`config.mk`:
```
export PLATFORM = sky130hd
export DESIGN_NAME = byte_level_pretoken_splitter_top
export DESIGN_NICKNAME = d
export VERILOG_FILES = /design/src/bpts_pkg.sv /design/src/bpts_cell.sv /design/src/bpts_piece.sv /design/src/bpts_outq.sv /design/src/byte_level_pretoken_splitter_top.sv
export SDC_FILE = /design/constraint.sdc
export NUM_CORES = 1
export LEC_CHECK = 0
export ABC_CLOCK_PERIOD_IN_PS = 24600
export BUFFER_PORTS_ARGS = -buffer_cell sky130_fd_sc_hd__buf_2
export CORE_ASPECT_RATIO = 1.5
export CORE_UTILIZATION = 51
export CTS_CLUSTER_SIZE = 12
export DETAILED_ROUTE_END_ITERATION = 12
export GPL_ROUTABILITY_DRIVEN = 0
export PLACE_DENSITY_LB_ADDON = 0.15
export SYNTH_ARGS = -nofsm -noshare
export SYNTH_HDL_FRONTEND = slang
export SYNTH_SLANG_ARGS = --single-unit
```
`constraint.sdc`:
```
create_clock -name i_clk -period 24.6 [get_ports i_clk]
set_clock_uncertainty 0.1 [all_clocks]
set_input_delay 1.23 -clock i_clk [delete_from_list [all_inputs] [get_ports i_clk]]
set_output_delay 1.23 -clock i_clk [all_outputs]
set_load 0.01 [all_outputs]
```
`src/bpts_pkg.sv`:
```
// ============================================================================
// Byte-level pre-token splitter: shared package
// Types, constants and small helper functions used across the splitter.
// ============================================================================
`default_nettype none

package bpts_pkg;

    localparam int MAX_SEGMENT_BYTES = 65535;
    localparam int LOOKAHEAD_BYTES   = 17;
    // The newest byte of a full window is the incoming one, so one cell fewer.
    localparam int WIN_CELLS         = LOOKAHEAD_BYTES - 1;
    localparam int POS_LIMIT = (MAX_SEGMENT_BYTES < 65535) ? MAX_SEGMENT_BYTES : 65535;
    localparam int POS_CAP   = POS_LIMIT + 64;
    localparam int POS_W     = $clog2(POS_CAP + 1);
    localparam int FILL_W    = $clog2(LOOKAHEAD_BYTES);
    localparam int IDX_W     = $clog2(WIN_CELLS);
    localparam int OQ_DEPTH  = 4;
    localparam int OQ_PTR_W  = $clog2(OQ_DEPTH);
    localparam int OQ_CNT_W  = $clog2(OQ_DEPTH + 1);

    localparam logic [LOOKAHEAD_BYTES*8-1:0] SPLIT_LIT = "SPL1T-TH1S-Pl3A5E";
    localparam logic [7:0] CH_SPACE = 8'h20;

    typedef logic [POS_W-1:0] t_pos;

    typedef struct packed {
        logic [7:0] text_byte;
        logic       segment_end;
    } t_text;

    typedef struct packed {
        logic [15:0] piece_offset;
        logic [15:0] piece_length;
        logic        piece_last;
        logic        length_overflow;
    } t_piece;

    typedef enum logic [2:0] {
        CL_NONE   = 3'd0,
        CL_SINGLE = 3'd1,
        CL_PUNCT  = 3'd2,
        CL_LETTER = 3'd3,
        CL_OTHER  = 3'd4,
        CL_SPACE  = 3'd5
    } t_cls;

    typedef enum logic [1:0] {
        EV_BYTE  = 2'd0,
        EV_CLOSE = 2'd1,
        EV_FINAL = 2'd2
    } t_evt_kind;

    typedef enum logic {
        S_RUN   = 1'b0,
        S_FLUSH = 1'b1
    } t_seq_state;

    typedef struct packed {
        t_evt_kind  kind;
        logic [7:0] ch;
        t_pos       pos;
        logic       ovf;
        logic       end_step;
    } t_evt;

    typedef struct packed {
        logic [1:0] num;
        t_piece     item1;
        t_piece     item0;
    } t_push;

    function automatic t_cls byte_kind(input logic [7:0] c);
        logic [7:0] lc;
        t_cls       k;
        lc = c | 8'h20;
        if ((c >= "0" && c <= "9") || c == "(" || c == ")" || c == "[" ||
            c == "]" || c == "{" || c == "}" || c == 8'h0A) begin
            k = CL_SINGLE;
        end else if (c == "!" || c == 8'h22 || c == "#" || c == "$" || c == "%" ||
                     c == "&" || c == 8'h27 || c == "*" || c == "+" || c == "," ||
                     c == "-" || c == "." || c == "/" || c == ":" || c == ";" ||
                     c == "<" || c == "=" || c == ">" || c == "?" || c == 8'h5C ||
                     c == "^" || c == "_" || c == 8'h60 || c == "|" || c == "~") begin
            k = CL_PUNCT;
        end else if (lc >= "a" && lc <= "z") begin
            k = CL_LETTER;
        end else if (c == CH_SPACE || c == 8'h09 || c == 8'h0B || c == 8'h0C ||
                     c == 8'h0D) begin
            k = CL_SPACE;
        end else begin
            k = CL_OTHER;
        end
        return k;
    endfunction

    function automatic t_pos clamp_pos(input t_pos p);
        return (p > POS_W'(POS_LIMIT)) ? POS_W'(POS_LIMIT) : p;
    endfunction

    function automatic t_piece mk_piece(input t_pos s, input t_pos e, input logic ovf);
        t_pos   cs;
        t_pos   ce;
        t_piece r;
        cs = clamp_pos(s);
        ce = clamp_pos(e);
        r.piece_offset    = 16'(cs);
        r.piece_length    = (ce > cs) ? 16'(ce - cs) : 16'd0;
        r.piece_last      = 1'b0;
        r.length_overflow = ovf;
        return r;
    endfunction

endpackage

`default_nettype wire

```
`src/bpts_cell.sv`:
```
// ============================================================================
// Lookahead window cell
// Holds one pending byte, passes it on when the window shifts, and compares
// it against the literal character for its place.
// ============================================================================
`default_nettype none

module bpts_cell (
    input  wire logic       i_clk,
    input  wire logic       i_shift,
    input  wire logic [7:0] i_byte,
    input  wire logic [7:0] i_lit,
    output logic      [7:0] o_byte,
    output logic            o_match
);

    logic [7:0] r_byte;

    always_ff @(posedge i_clk) begin
        if (i_shift) begin
            r_byte <= i_byte;
        end
    end

    assign o_byte  = r_byte;
    assign o_match = (r_byte == i_lit);

endmodule

`default_nettype wire

```
`src/bpts_piece.sv`:
```
// ============================================================================
// Piece tracker
// Consumes window events, keeps the open piece and produces finished pieces.
// Pieces of a segment's final request pass through a hold register so that
// the last one can be marked.
// ============================================================================
`default_nettype none

module bpts_piece (
    input  wire logic          i_clk,
    input  wire logic          i_rst_n,
    input  wire logic          i_ev_valid,
    input  wire bpts_pkg::t_evt i_ev,
    input  wire logic          i_space_ok,
    output logic               o_ev_take,
    output bpts_pkg::t_push    o_push
);

    bpts_pkg::t_cls   r_cls,    n_cls;
    bpts_pkg::t_pos   r_start,  n_start;
    logic [7:0]       r_prb,    n_prb;
    logic             r_pe,     n_pe;
    bpts_pkg::t_piece r_hold,   n_hold;
    logic             r_hold_v, n_hold_v;

    always_ff @(posedge i_clk) begin
        if (!i_rst_n) begin
            r_cls    <= bpts_pkg::CL_NONE;
            r_start  <= '0;
            r_prb    <= '0;
            r_pe     <= 1'b0;
            r_hold_v <= 1'b0;
        end else begin
            r_cls    <= n_cls;
            r_start  <= n_start;
            r_prb    <= n_prb;
            r_pe     <= n_pe;
            r_hold_v <= n_hold_v;
        end
    end

    always_ff @(posedge i_clk) begin
        r_hold <= n_hold;
    end

    always_comb begin
        bpts_pkg::t_cls   k;
        bpts_pkg::t_pos   p;
        bpts_pkg::t_pos   last;
        logic [1:0]       e_v;
        bpts_pkg::t_pos   s0, d0, s1, d1;
        bpts_pkg::t_piece q [3];
        logic [1:0]       qn;
        logic             final_ev;

        n_cls    = r_cls;
        n_start  = r_start;
        n_prb    = r_prb;
        n_pe     = r_pe;
        n_hold   = r_hold;
        n_hold_v = r_hold_v;
        e_v      = 2'b00;
        s0 = '0; d0 = '0; s1 = '0; d1 = '0;
        p        = i_ev.pos;
        k        = bpts_pkg::byte_kind(i_ev.ch);
        last     = (p > r_start) ? p - 1'b1 : r_start;
        final_ev = 1'b0;
        o_ev_take = i_ev_valid && i_space_ok;
        o_push   = '0;
        q[0] = '0; q[1] = '0; q[2] = '0;
        qn = 2'd0;

        if (o_ev_take) begin
            unique case (i_ev.kind)
                bpts_pkg::EV_BYTE: begin
                    if ((r_cls == bpts_pkg::CL_PUNCT && k == bpts_pkg::CL_PUNCT &&
                         r_prb == i_ev.ch) ||
                        (r_cls == bpts_pkg::CL_LETTER && k == bpts_pkg::CL_LETTER) ||
                        (r_cls == bpts_pkg::CL_OTHER && k == bpts_pkg::CL_OTHER)) begin
                        // run continues
                    end else if (r_cls == bpts_pkg::CL_SPACE && k == bpts_pkg::CL_SPACE) begin
                        n_prb = i_ev.ch;
                    end else if (r_cls == bpts_pkg::CL_SPACE &&
                                 (k == bpts_pkg::CL_LETTER || k == bpts_pkg::CL_OTHER)) begin
                        // The whitespace run gives up its last byte.
                        if (last > r_start) begin
                            e_v[0] = 1'b1;
                            s0 = r_start;
                            d0 = last;
                        end
                        n_cls = k;
                        n_prb = 8'd0;
                        if (r_prb == bpts_pkg::CH_SPACE) begin
                            n_start = last;
                        end else begin
                            if (e_v[0]) begin
                                e_v[1] = 1'b1;
                                s1 = last;
                                d1 = p;
                            end else begin
                                e_v[0] = 1'b1;
                                s0 = last;
                                d0 = p;
                            end
                            n_start = p;
                        end
                    end else begin
                        if (r_cls != bpts_pkg::CL_NONE) begin
                            e_v[0] = 1'b1;
                            s0 = r_start;
                            d0 = p;
                        end
                        n_cls   = k;
                        n_start = p;
                        n_prb   = (k == bpts_pkg::CL_PUNCT || k == bpts_pkg::CL_SPACE) ?
                                  i_ev.ch : 8'd0;
                    end
                end
                bpts_pkg::EV_CLOSE: begin
                    if (r_cls != bpts_pkg::CL_NONE) begin
                        e_v[0] = 1'b1;
                        s0 = r_start;
                        d0 = p;
                    end
                    n_cls = bpts_pkg::CL_NONE;
                end
                bpts_pkg::EV_FINAL: begin
                    final_ev = 1'b1;
                    if (r_cls != bpts_pkg::CL_NONE) begin
                        e_v[0] = 1'b1;
                        s0 = r_start;
                        d0 = p;
                    end else if (!r_hold_v) begin
                        // Nothing came out of the final request: empty marker.
                        e_v[0] = 1'b1;
                        s0 = r_pe ? p : '0;
                        d0 = s0;
                    end
                end
                default: begin
                end
            endcase

            if (e_v != 2'b00) begin
                n_pe = 1'b1;
            end

            if (r_hold_v) begin
                q[qn] = r_hold;
                qn = qn + 2'd1;
            end
            if (e_v[0]) begin
                q[qn] = bpts_pkg::mk_piece(s0, d0, i_ev.ovf);
                qn = qn + 2'd1;
            end
            if (e_v[1]) begin
                q[qn] = bpts_pkg::mk_piece(s1, d1, i_ev.ovf);
                qn = qn + 2'd1;
            end

            if (final_ev) begin
                q[qn - 2'd1].piece_last = 1'b1;
                o_push.num   = qn;
                o_push.item0 = q[0];
                o_push.item1 = q[1];
                n_hold_v = 1'b0;
                n_cls    = bpts_pkg::CL_NONE;
                n_start  = '0;
                n_prb    = 8'd0;
                n_pe     = 1'b0;
            end else if (i_ev.end_step && qn != 2'd0) begin
                n_hold       = q[qn - 2'd1];
                n_hold_v     = 1'b1;
                o_push.num   = qn - 2'd1;
                o_push.item0 = q[0];
                o_push.item1 = q[1];
            end else begin
                o_push.num   = qn;
                o_push.item0 = q[0];
                o_push.item1 = q[1];
            end
        end
    end

endmodule

`default_nettype wire

```
`src/bpts_outq.sv`:
```
// ============================================================================
// Output queue
// Small piece queue that takes up to two pieces a cycle and hands out one.
// ============================================================================
`default_nettype none

module bpts_outq (
    input  wire logic              i_clk,
    input  wire logic              i_rst_n,
    input  wire bpts_pkg::t_push   i_push,
    output logic                   o_space_ok,
    output logic                   o_valid,
    input  wire logic              i_ready,
    output bpts_pkg::t_piece       o_data
);

    bpts_pkg::t_piece                  r_mem [bpts_pkg::OQ_DEPTH];
    logic [bpts_pkg::OQ_PTR_W-1:0]     r_wp, r_rp;
    logic [bpts_pkg::OQ_CNT_W-1:0]     r_cnt, n_cnt;
    logic                              w_pop;

    assign o_valid    = (r_cnt != '0);
    assign o_data     = r_mem[r_rp];
    assign w_pop      = o_valid && i_ready;
    assign o_space_ok = (r_cnt <= bpts_pkg::OQ_CNT_W'(bpts_pkg::OQ_DEPTH - 2));
    assign n_cnt      = r_cnt + bpts_pkg::OQ_CNT_W'(i_push.num)
                      - bpts_pkg::OQ_CNT_W'(w_pop);

    always_ff @(posedge i_clk) begin
        if (!i_rst_n) begin
            r_wp  <= '0;
            r_rp  <= '0;
            r_cnt <= '0;
        end else begin
            r_wp  <= r_wp + bpts_pkg::OQ_PTR_W'(i_push.num);
            r_rp  <= r_rp + bpts_pkg::OQ_PTR_W'(w_pop);
            r_cnt <= n_cnt;
        end
    end

    always_ff @(posedge i_clk) begin
        if (i_push.num != 2'd0) begin
            r_mem[r_wp] <= i_push.item0;
        end
        if (i_push.num == 2'd2) begin
            r_mem[r_wp + 1'b1] <= i_push.item1;
        end
    end

endmodule

`default_nettype wire

```
`src/byte_level_pretoken_splitter_top.sv`:
```
// ============================================================================
// Byte-level pre-token splitter
// Splits the bytes of a text segment into pre-token pieces (offset, length).
// ============================================================================
// Use: text bytes arrive as requests on the text channel (i_text_valid /
// o_text_ready), one byte per request, with segment_end set on the last byte
// of a segment. Pieces leave as requests on the piece channel
// (o_piece_valid / i_piece_ready); the final piece of a segment carries
// piece_last, and a segment that yields nothing gives one empty piece.
// Throughput is one byte per cycle while the piece channel keeps up and no
// flush runs. A byte enters a row of sixteen window cells, leaves it sixteen
// bytes later as a registered event, and its pieces pass through the piece
// queue. A request carrying segment_end is followed by a flush of the bytes
// still pending in the window and a closing step; no text is taken during it.
// The window literal is detected as the seventeenth byte arrives. The piece
// queue holds four pieces; when the receiver stalls it fills and the text
// channel is held off in turn, nothing being lost. After reset the block is
// empty and ready at once; every segment leaves it in that state.
// ============================================================================
`default_nettype none

module byte_level_pretoken_splitter_top (
    input  wire logic             i_clk,
    input  wire logic             i_rst_n,
    input  wire logic             i_text_valid,
    output logic                  o_text_ready,
    input  wire bpts_pkg::t_text  i_text,
    output logic                  o_piece_valid,
    input  wire logic             i_piece_ready,
    output bpts_pkg::t_piece      o_piece
);

    // Window cells: index 0 holds the newest pending byte.
    logic [7:0] w_byte  [bpts_pkg::WIN_CELLS];
    logic       w_match [bpts_pkg::WIN_CELLS];
    logic       w_shift;
    logic       w_lit_hit;

    bpts_pkg::t_seq_state         r_state, n_state;
    logic [bpts_pkg::FILL_W-1:0]  r_fill,  n_fill;
    bpts_pkg::t_pos               r_pos,   n_pos;
    bpts_pkg::t_evt               r_ev,    n_ev;
    logic                         r_ev_v,  n_ev_v;

    logic            w_ev_take;
    logic            w_space_ok;
    bpts_pkg::t_push w_push;
    logic            w_accept;

    genvar gi;
    generate
        for (gi = 0; gi < bpts_pkg::WIN_CELLS; gi++) begin : g_cell
            if (gi == 0) begin : g_head
                bpts_cell u_cell (
                    .i_clk   (i_clk),
                    .i_shift (w_shift),
                    .i_byte  (i_text.text_byte),
                    .i_lit   (bpts_pkg::SPLIT_LIT[8 +: 8]),
                    .o_byte  (w_byte[gi]),
                    .o_match (w_match[gi])
                );
            end else begin : g_body
                bpts_cell u_cell (
                    .i_clk   (i_clk),
                    .i_shift (w_shift),
                    .i_byte  (w_byte[gi-1]),
                    .i_lit   (bpts_pkg::SPLIT_LIT[(gi+1)*8 +: 8]),
                    .o_byte  (w_byte[gi]),
                    .o_match (w_match[gi])
                );
            end
        end
    endgenerate

    // The literal is seen when the window is one short and the incoming byte
    // completes it; each cell already compares with the character it would
    // hold in that case.
    always_comb begin
        w_lit_hit = (i_text.text_byte == bpts_pkg::SPLIT_LIT[7:0]);
        for (int j = 0; j < bpts_pkg::WIN_CELLS; j++) begin
            w_lit_hit = w_lit_hit && w_match[j];
        end
    end

    assign w_accept = i_text_valid && o_text_ready;
    assign w_shift  = w_accept;

    always_ff @(posedge i_clk) begin
        if (!i_rst_n) begin
            r_state <= bpts_pkg::S_RUN;
            r_fill  <= '0;
            r_pos   <= '0;
            r_ev_v  <= 1'b0;
        end else begin
            r_state <= n_state;
            r_fill  <= n_fill;
            r_pos   <= n_pos;
            r_ev_v  <= n_ev_v;
        end
    end

    always_ff @(posedge i_clk) begin
        r_ev <= n_ev;
    end

    always_comb begin
        logic                       slot_free;
        bpts_pkg::t_pos             pos_new;
        logic [bpts_pkg::IDX_W-1:0] idx;

        slot_free = !r_ev_v || w_ev_take;
        pos_new   = (r_pos < bpts_pkg::POS_W'(bpts_pkg::POS_CAP)) ? r_pos + 1'b1 : r_pos;
        idx       = bpts_pkg::IDX_W'(r_fill - 1'b1);

        n_state = r_state;
        n_fill  = r_fill;
        n_pos   = r_pos;
        n_ev    = r_ev;
        n_ev_v  = r_ev_v && !w_ev_take;
        o_text_ready = 1'b0;

        unique case (r_state)
            bpts_pkg::S_RUN: begin
                o_text_ready = slot_free;
                if (w_accept) begin
                    n_pos           = pos_new;
                    n_ev.ch         = w_byte[bpts_pkg::WIN_CELLS-1];
                    n_ev.pos        = pos_new - bpts_pkg::POS_W'(bpts_pkg::LOOKAHEAD_BYTES);
                    n_ev.ovf        = (pos_new > bpts_pkg::POS_W'(bpts_pkg::POS_LIMIT));
                    n_ev.end_step   = i_text.segment_end;
                    n_ev.kind       = bpts_pkg::EV_BYTE;
                    if (r_fill == bpts_pkg::FILL_W'(bpts_pkg::WIN_CELLS)) begin
                        n_ev_v = 1'b1;
                        if (w_lit_hit) begin
                            n_ev.kind = bpts_pkg::EV_CLOSE;
                            n_fill    = '0;
                        end
                    end else begin
                        n_fill = r_fill + 1'b1;
                    end
                    if (i_text.segment_end) begin
                        n_state = bpts_pkg::S_FLUSH;
                    end
                end
            end
            bpts_pkg::S_FLUSH: begin
                if (slot_free) begin
                    n_ev_v        = 1'b1;
                    n_ev.ovf      = (r_pos > bpts_pkg::POS_W'(bpts_pkg::POS_LIMIT));
                    n_ev.end_step = 1'b1;
                    n_ev.ch       = w_byte[idx];
                    if (r_fill != '0) begin
                        n_ev.kind = bpts_pkg::EV_BYTE;
                        n_ev.pos  = r_pos - bpts_pkg::POS_W'(r_fill);
                        n_fill    = r_fill - 1'b1;
                    end else begin
                        n_ev.kind = bpts_pkg::EV_FINAL;
                        n_ev.pos  = r_pos;
                        n_pos     = '0;
                        n_state   = bpts_pkg::S_RUN;
                    end
                end
            end
            default: begin
                n_state = bpts_pkg::S_RUN;
            end
        endcase
    end

    bpts_piece u_piece (
        .i_clk      (i_clk),
        .i_rst_n    (i_rst_n),
        .i_ev_valid (r_ev_v),
        .i_ev       (r_ev),
        .i_space_ok (w_space_ok),
        .o_ev_take  (w_ev_take),
        .o_push     (w_push)
    );

    bpts_outq u_outq (
        .i_clk      (i_clk),
        .i_rst_n    (i_rst_n),
        .i_push     (w_push),
        .o_space_ok (w_space_ok),
        .o_valid    (o_piece_valid),
        .i_ready    (i_piece_ready),
        .o_data     (o_piece)
    );

    // The window never holds a full literal's worth of bytes between requests.
    a_fill_bound: assert property (@(posedge i_clk) disable iff (!i_rst_n)
        r_fill <= bpts_pkg::FILL_W'(bpts_pkg::WIN_CELLS))
        else $error("window fill out of range");

    // No text is taken while a segment is being flushed.
    a_flush_block: assert property (@(posedge i_clk) disable iff (!i_rst_n)
        r_state == bpts_pkg::S_FLUSH |-> !o_text_ready)
        else $error("text accepted during flush");

    // A segment end always starts a flush.
    a_end_flush: assert property (@(posedge i_clk) disable iff (!i_rst_n)
        w_accept && i_text.segment_end |=> r_state == bpts_pkg::S_FLUSH)
        else $error("segment end without flush");

    // Closing a segment leaves the position counter cleared.
    a_final_clear: assert property (@(posedge i_clk) disable iff (!i_rst_n)
        r_state == bpts_pkg::S_FLUSH && r_fill == '0 && (!r_ev_v || w_ev_take)
        |=> r_pos == '0 && r_state == bpts_pkg::S_RUN)
        else $error("segment state not cleared");

endmodule

`default_nettype wire
```
# Yosys cells after proc, flatten, opt, wreduce, memory -nomap -nowiden
# Memories as Yosys holds them, arrays and structs flattened. A register that Yosys moved wholly into a read port is not among the register bits.
# Index checks and enable logic that the tools add are counted.
dict set report totals {
  ff_bits 252
  ramBits 136
  in_bits 13
  out_inout_bits 36
  wordCells 405
  n_memories 1
}
# name depth width read_ports rd_ports_with_merged_regs write_ports line_no
set mem_list {}
lappend mem_list {u_outq.r_mem 4 34 1 1 2 bpts_outq.sv:17} ;# bpts_pkg::t_piece r_mem [bpts_pkg::OQ_DEPTH];
dict set report op_classes {
  add_sub_neg 16
  order_cmp 23
  eq_ne 77
  muxes 151
  bitwise_logic 6
  n_reduce_logical 94
}
# operator n
set ops {}
lappend ops {{two-way mux 17 bit} 50}
lappend ops {{two-way mux 102 bit} 4}
lappend ops {{bitwise mux 102 bit} 3}
lappend ops {{== test 8 x 6 -> 1 bit, second input constant} 29}
lappend ops {{two-way mux 70 bit} 3}
lappend ops {{demux 34 bit (select 2 bit)} 3}
lappend ops {{two-way mux 34 bit} 6}
lappend ops {{== test 8 x 7 -> 1 bit, second input constant} 21}
lappend ops {{greater-than comparator 17 x 16 -> 1 bit, second input constant} 6}
lappend ops {{one-hot mux 17 bit (3 select lines)} 2}
lappend ops {{binary-select mux 34 bit (select 2 bit)} 1}
lappend ops {{greater-than comparator 17 bit} 4}
lappend ops {{two-way mux 8 bit} 8}
lappend ops {{two-way mux 29 bit} 2}
lappend ops {{one-hot mux 29 bit (2 select lines)} 1}
lappend ops {{== test 8 x 4 -> 1 bit, second input constant} 5}
lappend ops {{logical OR 1 bit} 40}
lappend ops {{two-way mux 1 bit} 37}
lappend ops {{one-hot mux 17 bit (2 select lines)} 1}
lappend ops {{binary-select mux 8 bit (select 4 bit)} 1}
lappend ops {{logical AND 1 bit} 32}
lappend ops {{two-way mux 16 bit} 2}
lappend ops {{subtractor 16 bit} 2}
lappend ops {{two-way mux 5 bit} 5}
lappend ops {{other kinds (47)} 99}

# Longest topological paths before layout
dict set report logic_depth {
  depth_word 59
  mapped_depth 42
  depth_no_buf 36
}

# Cells and area by module
# From an unflattened synthesis, not the netlist that was laid out.
dict set report unflattened {
  cells_unflattened 2538
  hier_area_um2 26436.6
}
# module n_inst cells_each area_each_um2 seq_area_each_um2
set modules_own_cells {}
lappend modules_own_cells {bpts_piece 1 1334 9310.2 1621.6}
lappend modules_own_cells {bpts_outq 1 374 7009.2 4224.1}
lappend modules_own_cells {bpts_cell 16 19 326.6 240.2}
lappend modules_own_cells {byte_level_pretoken_splitter_top 1 526 4892.2 1351.3}

# Least setup slack after synthesis
# No wires, ideal clock.
dict set report synth_timing {
  kind {register to register}
  from {reg r_ev[3] (netlist name)}
  to {mem u_outq.r_mem[1][0] (netlist name), enable pin}
  t_arrival_ps 7965
  required_ps 24075
  path_slack_ps 16110
  stages_incl_launch_ff 33
  period_less_slack_ps 8490
  path_cell_list {edfxtp_1 -> ha_1 -> nand3b_1 -> a211oi_1 -> or4b_1 -> a21o_1 -> and2_1 -> clkbuf_1 -> clkbuf_1 -> a21oi_1 -> inv_1 -> ha_1 -> and4_1 -> nand2_1 -> o41ai_1 -> a21o_1 -> clkbuf_1 -> nand3_1 -> a21oi_1 -> nor2_1 -> a21oi_1 -> ha_1 -> xor2_1 -> inv_2 -> clkbuf_1 -> ha_1 -> nand3b_1 -> xnor2_1 -> nand2b_1 -> inv_1 -> nor2_1 -> a21oi_1 -> nor2_1}
}
# element line_no
set synth_lines {}
lappend synth_lines {{start: declaration} byte_level_pretoken_splitter_top.sv:42} ;# bpts_pkg::t_evt r_ev, n_ev;
lappend synth_lines {{start signal: assignment} byte_level_pretoken_splitter_top.sv:103} ;# r_ev <= n_ev;
lappend synth_lines {{end: declaration} bpts_outq.sv:17}

==> metrics.cfg <==
[yosys]
synth-async-reset-ratio_pct=0
synth.area.mux_share_pct=10.1
yosys.area.top_type=edfxtp_1
synth_xor_xnor_area_share_pct=3.36
synthTopCellsByArea=edfxtp_1, mux4_2, dfxtp_1
synth_compound_area_share_pct=15.9
yosys_warnings=0
synth-edff-count=327
synth-seq-cells=388
synth_top_family_by_area=simple AND/OR/NAND/NOR gates
ys_seq_area_share_pct=44.5
yosys_most_used_dff=edfxtp_1
synth_top_area_share_pct=39.6
postSynthAreaPerCell_um2=10.0
yosys.area_share.adder_pct=4.87
yosys.area_share.simple_pct=17.4
ys_types=101
syn_area_um2=24800
syn-instance-count=2472

[timing]
relSlewSlack_pct=22.0
layout_min_cycle_time_ps=10650
setup_viol=0
fmax_mhz=93.9
hold_viol=0
slew_viol_final=0
worstMarginPinSlew_ps=1170
min_period_over_period_pct=43.3
final.setup.tns_ps=0
fin_hold_ws_ps=375
grt_setup_unrepaired=no

[worst_hold_path]
hp-class=reg2reg
hold-path-endpoint=g_cell[3].g_body.u_cell.o_byte[4]
whs_path_depth=0
min_from=g_cell[2].g_body.u_cell.o_byte[4]

[clock_network]
ctsHoldBuffers=0
cts_resized=0
clockBufferDepth=3
cts_setup_buffers=0
htree_num_levels=2
cts_made_buffers=40
cts_tree=done
cts.sinks=388
insertion_delay_ps=590
clk_pin_slew_ps=60
cts-root-buf=clkbuf_16

[critical_path]
critical_path_class=reg2reg
r2r-end=u_outq.r_mem[3][11]
rrSetupSlack_ps=13950
cp.arrival_ps=10780
worstPathMaxFanout=27
endpoint_kind=flop
r2r_start=r_ev[18]
cp_common_cell=o21ai_0
max_stage_delay_ps=840
reg2regPathDepth=30
required_ps=24740
start_kind=flop
cp_slowest_cell=and3_1

[global_route]
grt_pass1_vias=19512
grt_overflow=0
antenna_found_initial=0
grt_max_degree=93
grt_usage_pct=29.3
grt_pass1_wl_mm=112

[pwr]
switching_share_pct=35.3
finalPower_w=0.00211
seqPwrFrac_pct=38.7
p_leak_nw=9.56
ir_worst_vdd_mv=0.0642
p_clk_share_pct=28.2
p_int_w=0.00136
powerDensity_nw_per_um2=78.9
p_sw_w=0.000744
pwr-share-comb_pct=33.1

[finish]
final_area_um2=26700
fillers=4100
fin_nets=2547
syn2layout_area_growth_pct=7.85
drive_gt1_share_pct=11.1
final_cells=3070

[floorplanning]
die_h_um=272
io_pins=49
fp-row-count=98
core_area_um2=47800
die_w_um=182
die_area_um2=49500
start_util_pct=51.8

[detailed_routing]
drtAntennaViolNets=0
routed_wl_mm=72.8
dr.pass1.iters=7
num_vias=19884
vias_per_cell=6.48
wl_per_cell_um=23.7
drc=0
drt_iter0_markers=1781

[placement]
place.detailed.hpwl_mm=52.6
io_buffers=48
placed_cell_area_um2=25500
placed_cells=2998

[status]
status=completed

[job]
drv_cap=0

## sequential cells by signal (all words and copies together) (netlist names), 5 cells and up
name and flops:
g_cell.g_body.u_cell.o_byte 120, g_cell.g_head.u_cell.o_byte 8, r_ev 29, r_fill 5, r_pos 17, u_outq.r_mem 136
u_piece.r_hold 34, u_piece.r_prb 8, u_piece.r_start 17
## synthesized netlist by cell type (20+ instances only)
cell type and count:
inv_1 79, clkbuf_1 135, a21o_1 22, edfxtp_1 327
o21ai_0 120, nor2b_1 26, a22oi_1 38, mux4_2 66
a21oi_1 186, dfxtp_1 61, xnor2_1 57, mux2i_1 91
ha_1 90, xor2_1 38, nor2_1 270, nor3_1 67
a211oi_1 54, nand2_1 247, nand4_1 31, and2_1 22
nand2b_1 44, nor4_1 20, nand3_1 57
## worst max-delay path: cells and delay by family, from the launching register on
kind	cells	cell delay, ps
compound gates	15	4120
simple gates	11	3910
fa+ha+maj	3	1150
flops	1	710
buf+inv	1	250
## metrics by stage
stage,setup WS (ps),utilization (%)
after global routing,13250,55.9
final,13950,55.9
after detailed placement,14240,53.3
after global placement,14580,53.3
after floorplan,16110,-
after CTS,14200,55.9
## worst max-delay path by stage
stage	startpoint	end	slack (ps)	depth (start not counted)
CTS	r_ev[18]	u_outq.r_mem[3][11]	14200	30
global route	r_ev[18]	u_outq.r_mem[3][11]	13250	30
detailed placement	r_ev[18]	u_outq.r_mem[3][11]	14240	30
finish	r_ev[18]	u_outq.r_mem[3][11]	13950	30
floorplan	r_ev[3]	u_outq.r_mem[1][0]	16110	32
global placement	r_ev[18]	u_outq.r_mem[0][11]	14580	30
## per-layer routing
layer  wire (um)  GRT usage (%)  up-vias
li1            -              -     9169
met1       25800           31.4     9563
met2       36500           51.9      842
met3        4220           4.69      310
met4        6230           22.0        0
met5           0              0        -
## cell usage in the layout, fill, tap and decap left out, types with 57 or more instances in the layout
cell type / n
a21oi_1: 185
dfxtp_1: 58
nand2_1: 246
o21ai_0: 120
edfxtp_1: 327
mux2i_1: 91
inv_1: 79
nor2_1: 267
mux4_2: 66
xnor2_1: 57
ha_1: 90
nor3_1: 66
## power groups by stage
stage / logic, W / clock network [W] / registers [W]
floorplan: 0.000515 / 0 / 0.000802
global placement: 0.000678 / 0 / 0.000826
detailed placement: 0.000686 / 0 / 0.000830
CTS: 0.000688 / 0.000606 / 0.000816
global route: 0.000752 / 0.000629 / 0.000823
finish: 0.000697 / 0.000594 / 0.000817
## kinds of logic (layout without fill, tap and decap cells)
group                    after synthesis  count (layout)
other                                  2               5
AND/OR/NAND/NOR                      891             891
AO/OA/AOI/OAI                        592             592
buffers and inverters                244             239
flip-flops                           388             388
multiplexers                         166             166
XOR/XNOR                              95              95
adder cells (fa/ha/maj)               94              94
## cell type report
| type | count | area [um2] | area share (%) |
|---|---|---|---|
| antenna | 1 | 2.50 | 0.00936 |
| clock buffer | 61 | 1090 | 4.08 |
| clock inverter | 10 | 149 | 0.557 |
| inverter | 82 | 310 | 1.16 |
| multi-input combinational | 1842 | 12900 | 48.1 |
| sequential | 388 | 11000 | 41.3 |
| tap | 600 | 751 | 2.81 |
| timing repair buffer | 86 | 526 | 1.97 |
(Power assumes the default switching activity.)
